### src/rtl/lsula_pkg.sv
// shared types, codes and constants of the load/store lane align unit
package lsula_pkg;

  localparam int unsigned AddrW    = 32;
  localparam int unsigned DataW    = 32;
  localparam int unsigned TagW     = 4;
  localparam int unsigned RegW     = 5;
  localparam int unsigned BeW      = 4;
  localparam int unsigned CfgIdxW  = 2;
  localparam int unsigned TagBitsDefault = 4;

  localparam logic CmdReq = 1'b0;
  localparam logic CmdRsp = 1'b1;

  localparam logic [1:0] SizeByte    = 2'd0;
  localparam logic [1:0] SizeHalf    = 2'd1;
  localparam logic [1:0] SizeWord    = 2'd2;
  localparam logic [1:0] SizeWordAlt = 2'd3;

  localparam logic [CfgIdxW-1:0] CfgDataBase  = 2'd0;
  localparam logic [CfgIdxW-1:0] CfgDataSize  = 2'd1;
  localparam logic [CfgIdxW-1:0] CfgInstrBase = 2'd2;
  localparam logic [CfgIdxW-1:0] CfgInstrSize = 2'd3;

  typedef enum logic [1:0] {
    KindIssue = 2'd0,
    KindDone  = 2'd1,
    KindBusy  = 2'd2,
    KindDrop  = 2'd3
  } kind_e;

  typedef enum logic [1:0] {
    TargetData  = 2'd0,
    TargetInstr = 2'd1,
    TargetBus   = 2'd2
  } target_e;

  typedef enum logic [1:0] {
    ErrNone       = 2'd0,
    ErrMisaligned = 2'd1,
    ErrBus        = 2'd2
  } error_e;

  typedef struct packed {
    logic             command;
    logic [AddrW-1:0] addr;
    logic             is_load;
    logic [1:0]       size_code;
    logic             zero_ext;
    logic [DataW-1:0] st_value;
    logic             want_wb;
    logic [RegW-1:0]  dest_reg;
    logic [TagW-1:0]  tag;
    logic [DataW-1:0] read_lane;
    logic             bus_error;
  } in_item_t;

  typedef struct packed {
    kind_e            kind;
    target_e          target;
    logic [AddrW-1:0] mem_addr;
    logic             mem_write;
    logic [BeW-1:0]   lane_strobe;
    logic [DataW-1:0] write_lane;
    logic [TagW-1:0]  done_tag;
    logic [RegW-1:0]  done_dest_reg;
    logic             write_back;
    logic [DataW-1:0] load_result;
    error_e           error;
    logic [AddrW-1:0] bad_addr;
  } out_item_t;

  typedef struct packed {
    logic [AddrW-1:0] addr;
    logic [1:0]       size;
    logic             zero_ext;
    logic             is_load;
    logic             want_wb;
    logic [RegW-1:0]  dest_reg;
  } held_t;

  typedef struct packed {
    logic [AddrW-1:0] data_base;
    logic [AddrW-1:0] data_size;
    logic [AddrW-1:0] instr_base;
    logic [AddrW-1:0] instr_size;
  } cfg_t;

  typedef struct packed {
    logic             misaligned;
    logic [1:0]       size;
    target_e          target;
    logic [BeW-1:0]   lane_strobe;
    logic [DataW-1:0] write_lane;
  } issue_t;

endpackage

### src/rtl/lsula_beat_if.sv
// valid/ready channel carrying one payload beat
interface lsula_beat_if #(
  parameter type payload_t = logic
);
  logic     valid;
  logic     ready;
  payload_t payload;

  modport source (output valid, output payload, input ready);
  modport sink (input valid, input payload, output ready);
  modport monitor (input valid, input payload, input ready);
endinterface

### src/rtl/load_store_unit_lane_align.sv
// top level of the load/store unit lane align block
//
//   channel   dir   handshake        payload
//   in_i      in    valid/ready      in_item_t (request or response beat)
//   out_o     out   valid/ready      out_item_t (one result beat per input)
//   cfg       in    cfg_we_i         cfg_idx_i, cfg_wdata_i (region base/size)
//
// one beat per cycle while out_o is not stalled; beats pass in_q, then out_q
// the input register feeds decode logic whose result and unit state update together
// a beat moves forward when the result register is empty or being taken
// reset clears valid flags, busy flag and region registers; no clearing pass
module load_store_unit_lane_align
  import lsula_pkg::*;
#(
  parameter int unsigned TagBits = TagBitsDefault
) (
  input  logic               clk_i,
  input  logic               rst_ni,
  lsula_beat_if.sink         in_i,
  lsula_beat_if.source       out_o,
  input  logic               cfg_we_i,
  input  logic [CfgIdxW-1:0] cfg_idx_i,
  input  logic [AddrW-1:0]   cfg_wdata_i
);

  localparam int unsigned HeldTagBits = (TagBits < TagW) ? TagBits : TagW;

  in_item_t               in_q;
  logic                   in_vld_q;
  out_item_t              out_q;
  out_item_t              res;
  logic                   out_vld_q;
  logic                   busy_q;
  held_t                  held_q;
  logic [HeldTagBits-1:0] held_tag_q;
  logic [HeldTagBits-1:0] in_tag;
  cfg_t                   cfg_q;
  issue_t                 issue;
  logic [DataW-1:0]       load_result;
  logic                   adv;

  assign adv        = in_vld_q && (!out_vld_q || out_o.ready);
  assign in_i.ready = !in_vld_q || adv;
  assign out_o.valid   = out_vld_q;
  assign out_o.payload = out_q;
  assign in_tag = in_q.tag[HeldTagBits-1:0];

  lsula_req u_req (
    .addr_i      (in_q.addr),
    .size_code_i (in_q.size_code),
    .st_value_i  (in_q.st_value),
    .cfg_i       (cfg_q),
    .issue_o     (issue)
  );

  lsula_rsp u_rsp (
    .held_i        (held_q),
    .read_lane_i   (in_q.read_lane),
    .bus_error_i   (in_q.bus_error),
    .load_result_o (load_result)
  );

  always_comb begin
    res = '0;
    if (in_q.command == CmdReq) begin
      if (busy_q) begin
        res.kind = KindBusy;
      end else if (issue.misaligned) begin
        res.kind          = KindDone;
        res.done_tag      = TagW'(in_tag);
        res.done_dest_reg = in_q.dest_reg;
        res.error         = ErrMisaligned;
        res.bad_addr      = in_q.addr;
      end else begin
        res.kind        = KindIssue;
        res.target      = issue.target;
        res.mem_addr    = in_q.addr;
        res.mem_write   = !in_q.is_load;
        res.lane_strobe = in_q.is_load ? '0 : issue.lane_strobe;
        res.write_lane  = in_q.is_load ? '0 : issue.write_lane;
      end
    end else if (!busy_q) begin
      res.kind = KindDrop;
    end else begin
      res.kind          = KindDone;
      res.done_tag      = TagW'(held_tag_q);
      res.done_dest_reg = held_q.dest_reg;
      res.write_back    = held_q.want_wb && held_q.is_load;
      res.load_result   = load_result;
      if (in_q.bus_error) begin
        res.error    = ErrBus;
        res.bad_addr = held_q.addr;
      end
    end
  end

  always_ff @(posedge clk_i or negedge rst_ni) begin
    if (!rst_ni) begin
      in_vld_q  <= 1'b0;
      out_vld_q <= 1'b0;
      busy_q    <= 1'b0;
    end else begin
      if (in_i.valid && in_i.ready) begin
        in_vld_q <= 1'b1;
      end else if (adv) begin
        in_vld_q <= 1'b0;
      end
      if (adv) begin
        out_vld_q <= 1'b1;
      end else if (out_o.ready) begin
        out_vld_q <= 1'b0;
      end
      if (adv) begin
        if (in_q.command == CmdReq) begin
          if (!busy_q && !issue.misaligned) begin
            busy_q <= 1'b1;
          end
        end else begin
          busy_q <= 1'b0;
        end
      end
    end
  end

  always_ff @(posedge clk_i or negedge rst_ni) begin
    if (!rst_ni) begin
      cfg_q <= '0;
    end else if (cfg_we_i) begin
      unique case (cfg_idx_i)
        CfgDataBase:  cfg_q.data_base  <= cfg_wdata_i;
        CfgDataSize:  cfg_q.data_size  <= cfg_wdata_i;
        CfgInstrBase: cfg_q.instr_base <= cfg_wdata_i;
        CfgInstrSize: cfg_q.instr_size <= cfg_wdata_i;
        default: ;
      endcase
    end
  end

  always_ff @(posedge clk_i) begin
    if (in_i.valid && in_i.ready) begin
      in_q <= in_i.payload;
    end
    if (adv) begin
      out_q <= res;
    end
    if (adv && (in_q.command == CmdReq) && !busy_q && !issue.misaligned) begin
      held_q.addr     <= in_q.addr;
      held_q.size     <= issue.size;
      held_q.zero_ext <= in_q.zero_ext;
      held_q.is_load  <= in_q.is_load;
      held_q.want_wb  <= in_q.want_wb;
      held_q.dest_reg <= in_q.dest_reg;
      held_tag_q      <= in_tag;
    end
  end

endmodule

### src/rtl/lsula_req.sv
// request decode: alignment check, region select, lane replication, byte enables
module lsula_req
  import lsula_pkg::*;
(
  input  logic [AddrW-1:0] addr_i,
  input  logic [1:0]       size_code_i,
  input  logic [DataW-1:0] st_value_i,
  input  cfg_t             cfg_i,
  output issue_t           issue_o
);

  logic [1:0]       size;
  logic [AddrW-1:0] data_off;
  logic [AddrW-1:0] instr_off;
  logic             hit_data;
  logic             hit_instr;

  assign size = (size_code_i == SizeWordAlt) ? SizeWord : size_code_i;

  assign data_off  = addr_i - cfg_i.data_base;
  assign instr_off = addr_i - cfg_i.instr_base;
  assign hit_data  = (addr_i >= cfg_i.data_base) && (data_off < cfg_i.data_size);
  assign hit_instr = (addr_i >= cfg_i.instr_base) && (instr_off < cfg_i.instr_size);

  always_comb begin
    issue_o = '0;
    issue_o.size = size;
    issue_o.misaligned = ((size == SizeHalf) && addr_i[0]) ||
                         ((size == SizeWord) && (addr_i[1:0] != 2'b00));
    priority if (hit_data) begin
      issue_o.target = TargetData;
    end else if (hit_instr) begin
      issue_o.target = TargetInstr;
    end else begin
      issue_o.target = TargetBus;
    end
    unique case (size)
      SizeByte: begin
        issue_o.write_lane  = {4{st_value_i[7:0]}};
        issue_o.lane_strobe = BeW'(1) << addr_i[1:0];
      end
      SizeHalf: begin
        issue_o.write_lane  = {2{st_value_i[15:0]}};
        issue_o.lane_strobe = addr_i[1] ? 4'b1100 : 4'b0011;
      end
      default: begin
        issue_o.write_lane  = st_value_i;
        issue_o.lane_strobe = 4'b1111;
      end
    endcase
  end

endmodule

### src/rtl/lsula_rsp.sv
// response lane extraction: shift, mask and sign or zero extension
module lsula_rsp
  import lsula_pkg::*;
(
  input  held_t            held_i,
  input  logic [DataW-1:0] read_lane_i,
  input  logic             bus_error_i,
  output logic [DataW-1:0] load_result_o
);

  logic [DataW-1:0] shifted;
  logic             ext;

  assign shifted = read_lane_i >> {held_i.addr[1:0], 3'b000};

  always_comb begin
    load_result_o = '0;
    ext = 1'b0;
    if (held_i.is_load && !bus_error_i) begin
      unique case (held_i.size)
        SizeByte: begin
          ext = !held_i.zero_ext && shifted[7];
          load_result_o = {{24{ext}}, shifted[7:0]};
        end
        SizeHalf: begin
          ext = !held_i.zero_ext && shifted[15];
          load_result_o = {{16{ext}}, shifted[15:0]};
        end
        default: begin
          load_result_o = read_lane_i;
        end
      endcase
    end
  end

endmodule

### src/flat_wrapper.sv
// flat-port wrapper written by rule: the top's interface ports become plain ports
module load_store_unit_lane_align_flat import lsula_pkg::*;
#(
  parameter int unsigned TagBits = TagBitsDefault
)
  (clk_i, rst_ni, cfg_we_i, cfg_idx_i, cfg_wdata_i, in_i_valid, in_i_payload, in_i_ready, out_o_valid, out_o_payload, out_o_ready);
  lsula_beat_if #(.payload_t(in_item_t)) in_i_i ();
  lsula_beat_if #(.payload_t(out_item_t)) out_o_i ();
  input  logic clk_i;
  input  logic rst_ni;
  input  logic cfg_we_i;
  input  logic [CfgIdxW-1:0] cfg_idx_i;
  input  logic [AddrW-1:0] cfg_wdata_i;
  input wire logic [$bits(in_i_i.valid)-1:0] in_i_valid;
  input wire logic [$bits(in_i_i.payload)-1:0] in_i_payload;
  output wire logic [$bits(in_i_i.ready)-1:0] in_i_ready;
  output wire logic [$bits(out_o_i.valid)-1:0] out_o_valid;
  output wire logic [$bits(out_o_i.payload)-1:0] out_o_payload;
  input wire logic [$bits(out_o_i.ready)-1:0] out_o_ready;
  assign in_i_i.valid = in_i_valid;
  assign in_i_i.payload = in_i_payload;
  assign in_i_ready = in_i_i.ready;
  assign out_o_valid = out_o_i.valid;
  assign out_o_payload = out_o_i.payload;
  assign out_o_i.ready = out_o_ready;
  load_store_unit_lane_align #(.TagBits(TagBits)) u_core (.clk_i(clk_i), .rst_ni(rst_ni), .in_i(in_i_i), .out_o(out_o_i), .cfg_we_i(cfg_we_i), .cfg_idx_i(cfg_idx_i), .cfg_wdata_i(cfg_wdata_i));
endmodule
### config.mk
export PLATFORM = sky130hd
export DESIGN_NAME = load_store_unit_lane_align_flat
export DESIGN_NICKNAME = d
export VERILOG_FILES = /design/src/rtl/lsula_pkg.sv /design/src/rtl/lsula_beat_if.sv /design/src/rtl/load_store_unit_lane_align.sv /design/src/rtl/lsula_req.sv /design/src/rtl/lsula_rsp.sv /design/src/flat_wrapper.sv
export SDC_FILE = /design/constraint.sdc
export NUM_CORES = 1
export LEC_CHECK = 0
export BUFFER_PORTS_ARGS = -buffer_cell sky130_fd_sc_hd__buf_2
export CAP_MARGIN = 20
export CORE_ASPECT_RATIO = 0.6
export CORE_MARGIN = 4
export CORE_UTILIZATION = 63
export DETAILED_ROUTE_END_ITERATION = 10
export PLACE_DENSITY = 0.86
export SLEW_MARGIN = 25
export SYNTH_ARGS = -nofsm -noshare
export SYNTH_HDL_FRONTEND = slang
export SYNTH_HIERARCHICAL = 1
export SYNTH_SLANG_ARGS = --single-unit
### constraint.sdc
create_clock -name clk_i -period 9.45 [get_ports clk_i]
set_input_delay 0.4725 -clock clk_i [delete_from_list [all_inputs] [get_ports clk_i]]
set_output_delay 0.4725 -clock clk_i [all_outputs]
set_load 0.03 [all_outputs]
After elaboration in Yosys (flattened, before gate mapping)
Cells that the tools add are included.
Widths: inputs -> output; s select.
- flip-flop bits (word level): 438
- input bits: 151
- output and inout bits: 151
- word-level logic and storage cells: 118
- add/subtract/negate cells: 2
- magnitude comparators: 4
- equality and inequality tests: 7
- shift-type cells: 2
- multiplexer cells: 24
- bitwise operators: 1
- reduce and logical (&&, ||, !) cells: 41
- operators by type and width (operator ; number):
    $mux 34 ; 3
    $mux 76 ; 1
    $pmux 36 s2 ; 1
    $ge 32x32->1 ; 2
    $lt 32x32->1 ; 2
    $pmux 32 s2 ; 1
    $sub 32x32->32 ; 2
    $mux 33 ; 1
    $mux 32 ; 1
    $shr 32x5->16 ; 1
    $mux 9 ; 3
    $logic_and 1x1->1 ; 14
    $reduce_and 2->1 ; 6
    $mux 2 ; 5
    $eq 2x2->1 const B ; 4
    $reduce_bool 2->1 ; 4
    $reduce_or 4->1 ; 2
    $logic_not 1->1 ; 7
    $mux 1 ; 7
    $eq 2x1->1 const B ; 3
    $logic_not 2->1 ; 3
    $mux 4 ; 1
    $shl 1x2->4 const A ; 1
    $logic_or 1x1->1 ; 3
    other kinds (3) ; 3

Depth between registers and ports, before layout
- depth after elaboration: 9
- mapped depth: 22
- gate-level depth less buffers: 22

Modules after synthesis
The synthesis kept the hierarchy.
- by module, submodules not included (module ; times used ; cells each ; area an instance (um^2) ; seq. area each (um^2)):
    load_store_unit_lane_align ; 1 ; 767 ; 15282.2 ; 12497.0
    lsula_req ; 1 ; 824 ; 5778.0 ; 0.0
    lsula_rsp ; 1 ; 133 ; 1101.1 ; 0.0

Worst setup path before layout
OpenSTA, ideal clock, no wires.
- kind: register -> register
- start point: reg u_core.out_vld_q (netlist: u_core/out_o.valid)
- end point: reg u_core/held_q[0] in the netlist's numbering, enable pin
- setup time: 0.407 ns
- data arrival time: 5.638 ns
- required time: 9.043 ns
- setup slack: 3.405 ns
- stages on the path, launching flop included: 4
- path buffers: 0
- clock period less this slack: 6.045 ns
- cell sequence: dfrtp_1 > nand2b_1 > and2_1 > and4_1
- cells in the longest elaborated chain, start to end: 6
- RTL lines (item ; RTL line ; source):
    from (decl) ; load_store_unit_lane_align.sv:32 ; logic out_vld_q;
    from (signal assigned) ; load_store_unit_lane_align.sv:100 ; out_vld_q <= 1'b0;
    from (signal assigned) ; load_store_unit_lane_align.sv:109 ; out_vld_q <= 1'b1;
    from (signal assigned) ; load_store_unit_lane_align.sv:111 ; out_vld_q <= 1'b0;
    $logic_not 1->1 ; load_store_unit_lane_align.sv:42 ; assign adv = in_vld_q && (!out_vld_q || out_o.ready);
    $logic_or 1x1->1 ; load_store_unit_lane_align.sv:42 ;
    $logic_and 1x1->1 ; load_store_unit_lane_align.sv:42 ;
    net u_core.adv ; load_store_unit_lane_align.sv:40 ; logic adv;
    $logic_and 1x1->1 (3 in series) ; load_store_unit_lane_align.sv:146 ; if (adv && (in_q.command == CmdReq) && !busy_q && !issue.misaligned) begin
    to (decl) ; load_store_unit_lane_align.sv:34 ; held_t held_q;
The timed path passes the listed nets, and every way through them passes these cells.
A chain may end at the register's enable or synchronous reset.

Worst setup path in the final report
- start point: reg u_core/in_q[79] in the netlist's numbering
- end point: reg u_core.out_q, in the netlist u_core/out_o.payload[146] (data pin)
- cells in the longest elaborated chain, start to end: 4
- elaborated cells on any way between the ends: 14
- classes of those cells: add/sub (2); order compare (4); mux (1); reduce/logical (7)
- RTL lines (item ; RTL line ; source):
    from (decl) ; load_store_unit_lane_align.sv:28 ; in_item_t in_q;
    from (signal assigned) ; load_store_unit_lane_align.sv:141 ; in_q <= in_i.payload;
    $sub 32x32->32 (tied with other cells) ; lsula_req.sv:20 ; assign data_off = addr_i - cfg_i.data_base;
    $lt 32x32->1 (tied with other cells) ; lsula_req.sv:22 ; assign hit_data = (addr_i >= cfg_i.data_base) && (data_off < cfg_i.data_size);
    $logic_and 1x1->1 (tied with other cells) ; lsula_req.sv:22 ;
    $reduce_or 4->1 (no source line) or $mux 2 (tied branches) ; -- ;
    to (signal assigned) ; load_store_unit_lane_align.sv:144 ; out_q <= res;
    to (decl) ; load_store_unit_lane_align.sv:30 ; out_item_t out_q;
Parallel ways exist; a longest one is shown, timed or not.

==> metrics <==
share of power burned in combinational logic=0.291; share of synthesized cell area in and, or, nand and nor gates=0.0873; sequential fraction of the synthesis area=0.564; crit path max fanout=7; critical path arrival=5.60 ns; setup total negative slack=0 ns; path type of the worst min-delay path=primary input to async pin; transition time of the tightest slew-check pin=1.03 ns; count of mapped cells out of synthesis=1,724; XOR/XNOR share of the synthesized area=0.0194; failing checks=hold timing; pin count of the biggest net entering global routing=78; final hold slack=-0.0422 ns; NumNets Final=2,296; final HPWL from detailed placement=44.9 mm; maximum resistive drop on vdd=0.178 mV; overall power after layout=5.71 mW; area fraction in compound gates after synthesis=0.127; Pleak=11.0 nW; share of post-route cells with drive strength above 1=0.283; floorplan die area=38,300 sq um; vertical die dimension=153 microns; fin crit share=0.547; Worst-path clk slew=0.07 ns; final max-slew violation count=0; residual DRC count=0; number of global-route vias before repair=15,108; combinational family with the most area after synthesis=compound AO/OA/AOI/OAI gates; cell-internal power=3.85 mW; wire length of the first global-routing pass=92.1 mm; count of flip-flops with a built-in enable after synthesis=307; violation count after the first detailed-route iteration=1,808; clock skew after layout=0.0164 ns; synthesized flop and latch total=438; maximum operating frequency=193 MHz; area added between synthesis and finish=14.5%; fraction of synthesized area in multiplexers=0.0856; switching power share of the total=0.326; area share of fa/ha/maj cells after synthesis=0.0741; gp weighted congestion=1.01; initial cell density of the core=0.648; buffers from clock root to sink, at most=3; insertion delay to the later sink of the worst-skew pair=0.56 ns; number of CTS-inserted buffers=41; Setup violations, final=0; class of the most critical setup path=flip-flop to flip-flop; Avg Inst Size Synth=12.9 sq um; total power per unit cell area=225 nW/um^2; worst-case reg-to-reg path depth=19; cell area after synthesis=22,200 sq um; average vias per placed instance=6.29; Syn Nets=2,005; count of standard-cell rows=52; max-slew headroom at the worst pin=0.314; antenna violations before repair=1; clock period minus worst slack=5.17 ns; CTS sink cnt=438; clk root buf=clkbuf_16; run status=finished with violations; total via count in the routed design=15,783; end-of-flow core utilization=0.741; net switching power figure=1.86 mW; Die X=250 microns; total of warnings raised by yosys=6; area of the core region=34,200 sq um; part of the total power dissipated in the clock network=0.288; Setup crit start kind=flip-flop; share of total power in sequential cells=0.421; crit end category=flip-flop; number of buffers added to fix hold violations after cts=0; number of H-tree levels=2; number of iterations in the first detailed-routing pass=6; number of ports placed on the die boundary=302; number of maximum-capacitance constraint violations=0; ys async rst share=0.299; I/O Buffers=301; DRT antenna net count=0; post-detailed-routing wire length=61.7 mm; Fin. Hold Viols=72; required time at the worst-slack endpoint=9.88 ns; post-placement cell count=2,430; final cell count without fillers=2,509; buffer count from post-CTS setup fixing=0; global route total overflow=0; number of fill cells=2,243; CTS tree=built; drt wl/cell=24.6 microns; setup repair after global routing missed its margin=false; post-synth cell types=81; prevailing post-synth register cell=edfxtp_1; global-route usage over all layers=0.312; Resize count post-CTS=0
cell usage after synthesis, drive strengths merged, types with 21 or more instances:
master	number	area [sq um]
clkbuf	22	86.3
ha	128	1600
a22o	42	368
inv	152	571
dfrtp	131	3280
a211oi	23	233
a21oi	99	514
buf	48	294
nor2	49	189
xnor2	36	315
and2	113	707
mux2	155	1780
a21o	53	398
nor2b	21	131
o21ai	46	249
nand2	43	166
edfxtp	307	9220
logic make-up (layout without fill, tap and decap cells):
logic type | Yosys count | after routing
compound gates | 380 | 380
simple gates | 339 | 339
mux | 166 | 166
other cells | 0 | 2
flops | 438 | 438
fa+ha+maj | 130 | 130
xor+xnor | 49 | 49
buf+inv | 222 | 546
path summary, 6_finish.rpt:
check / endpoint / slack, ns / from
min in group clk_i: u_core/in_q[101] / 0.08 / in_i_payload[101]
min: u_core/cfg_q[111] / -0.04 / rst_ni
min reg2reg: u_core/held_q[5] / 0.43 / u_core/in_q[42]
max: u_core/out_o.payload[146] / 4.28 / u_core/in_q[79]
max in group asynchronous: u_core/in_vld_q / 8.22 / rst_ni
max reg2reg: u_core/out_o.payload[146] / 4.28 / u_core/in_q[79]
metrics by stage:
step	hold WS (ns)	setup WS, ns	cell area [sq um]
global route	0.00397	4.10	25400
detailed placement	0.412	4.43	24000
floorplan	0.177	3.40	22200
finish	-0.0422	4.28	25400
global placement	0.402	4.48	24000
CTS	0.0576	4.38	25300
per-layer routing:
layer  share of wire  GRT usage
met1            0.44      0.490
met2            0.42      0.447
met3            0.12     0.0749
met4           0.018     0.0623
met5               0          0
flip-flops by register name (all words and copies together), names as in the netlist:
signal                cells
u_core/busy_q             1
u_core/cfg_q            128
u_core/held_q            42
u_core/held_tag_q         4
u_core/in_q             108
u_core/in_tag             4
u_core/in_vld_q           1
u_core/out_o.payload    149
u_core/out_o.valid        1
final cells by class:
type,count,area (sq um),share of cell area
diodes,2,5.00,0.000197
clock buffers,52,1110,0.0437
clock inverters,24,214,0.00843
inverters,152,571,0.0225
multi-input cells,1064,8740,0.344
flip-flops and latches,438,12500,0.493
well taps,459,574,0.0226
repair buffers,318,1670,0.0656
cell usage in the layout (no fill, tap or decap), types with 8 or more instances in the layout:
| cell type | synthesis | final |
|---|---|---|
| nand2_1 | 41 | 41 |
| buf_4 | 12 | 15 |
| nor2_1 | 47 | 45 |
| o21ai_0 | 36 | 36 |
| a211oi_2 | 12 | 12 |
| nand2b_1 | 13 | 13 |
| a22o_1 | 42 | 42 |
| o31ai_1 | 14 | 14 |
| a211oi_1 | 11 | 11 |
| a221oi_1 | 8 | 8 |
| clkbuf_16 | 0 | 42 |
| o21bai_1 | 10 | 10 |
| buf_2 | 28 | 300 |
| a21o_1 | 53 | 53 |
| clkinv_2 | 0 | 9 |
| and3_1 | 12 | 12 |
| ha_1 | 128 | 128 |
| xor2_1 | 13 | 13 |
| nor2b_1 | 21 | 20 |
| inv_1 | 152 | 152 |
| mux2_4 | 8 | 8 |
| nand4_1 | 19 | 19 |
| o21a_1 | 14 | 14 |
| mux2_2 | 145 | 145 |
| mux2i_1 | 10 | 10 |
| nand3_1 | 19 | 19 |
| xnor2_1 | 36 | 36 |
| a22oi_1 | 16 | 16 |
| and2_1 | 113 | 111 |
| dfrtp_1 | 131 | 131 |
| clkbuf_1 | 21 | 8 |
| nor3_1 | 13 | 13 |
| edfxtp_1 | 307 | 307 |
| a21oi_1 | 94 | 94 |
power groups by stage:
| stage | clock network [mW] | logic, mW | registers, mW |
|---|---|---|---|
| final | 1.64 | 1.67 | 2.41 |
| after global routing | 1.75 | 1.79 | 2.42 |
| after CTS | 1.66 | 1.62 | 2.40 |
| after detailed placement | 0 | 1.60 | 2.44 |
| after global placement | 0 | 1.55 | 2.43 |
| after floorplan | 0 | 1.05 | 2.51 |
worst max-delay path, cell delays in order (launching register included):
cell and delay (ns):
edfxtp_1 0.50, inv_1 0.15, ha_1 0.21, fa_1 0.21, and2b_1 0.19, o21ai_2 0.22, a21oi_2 0.12, o41a_4 0.39
a31oi_4 0.22, o21ai_1 0.18, a21oi_1 0.34, o21ai_0 0.17, xor2_1 0.17, ha_1 0.29, nand4_1 0.19, or4_1 0.59
a31oi_1 0.40, a211oi_1 0.11, o21ba_1 0.24, and2_1 0.12
(Power assumes the default switching activity.)
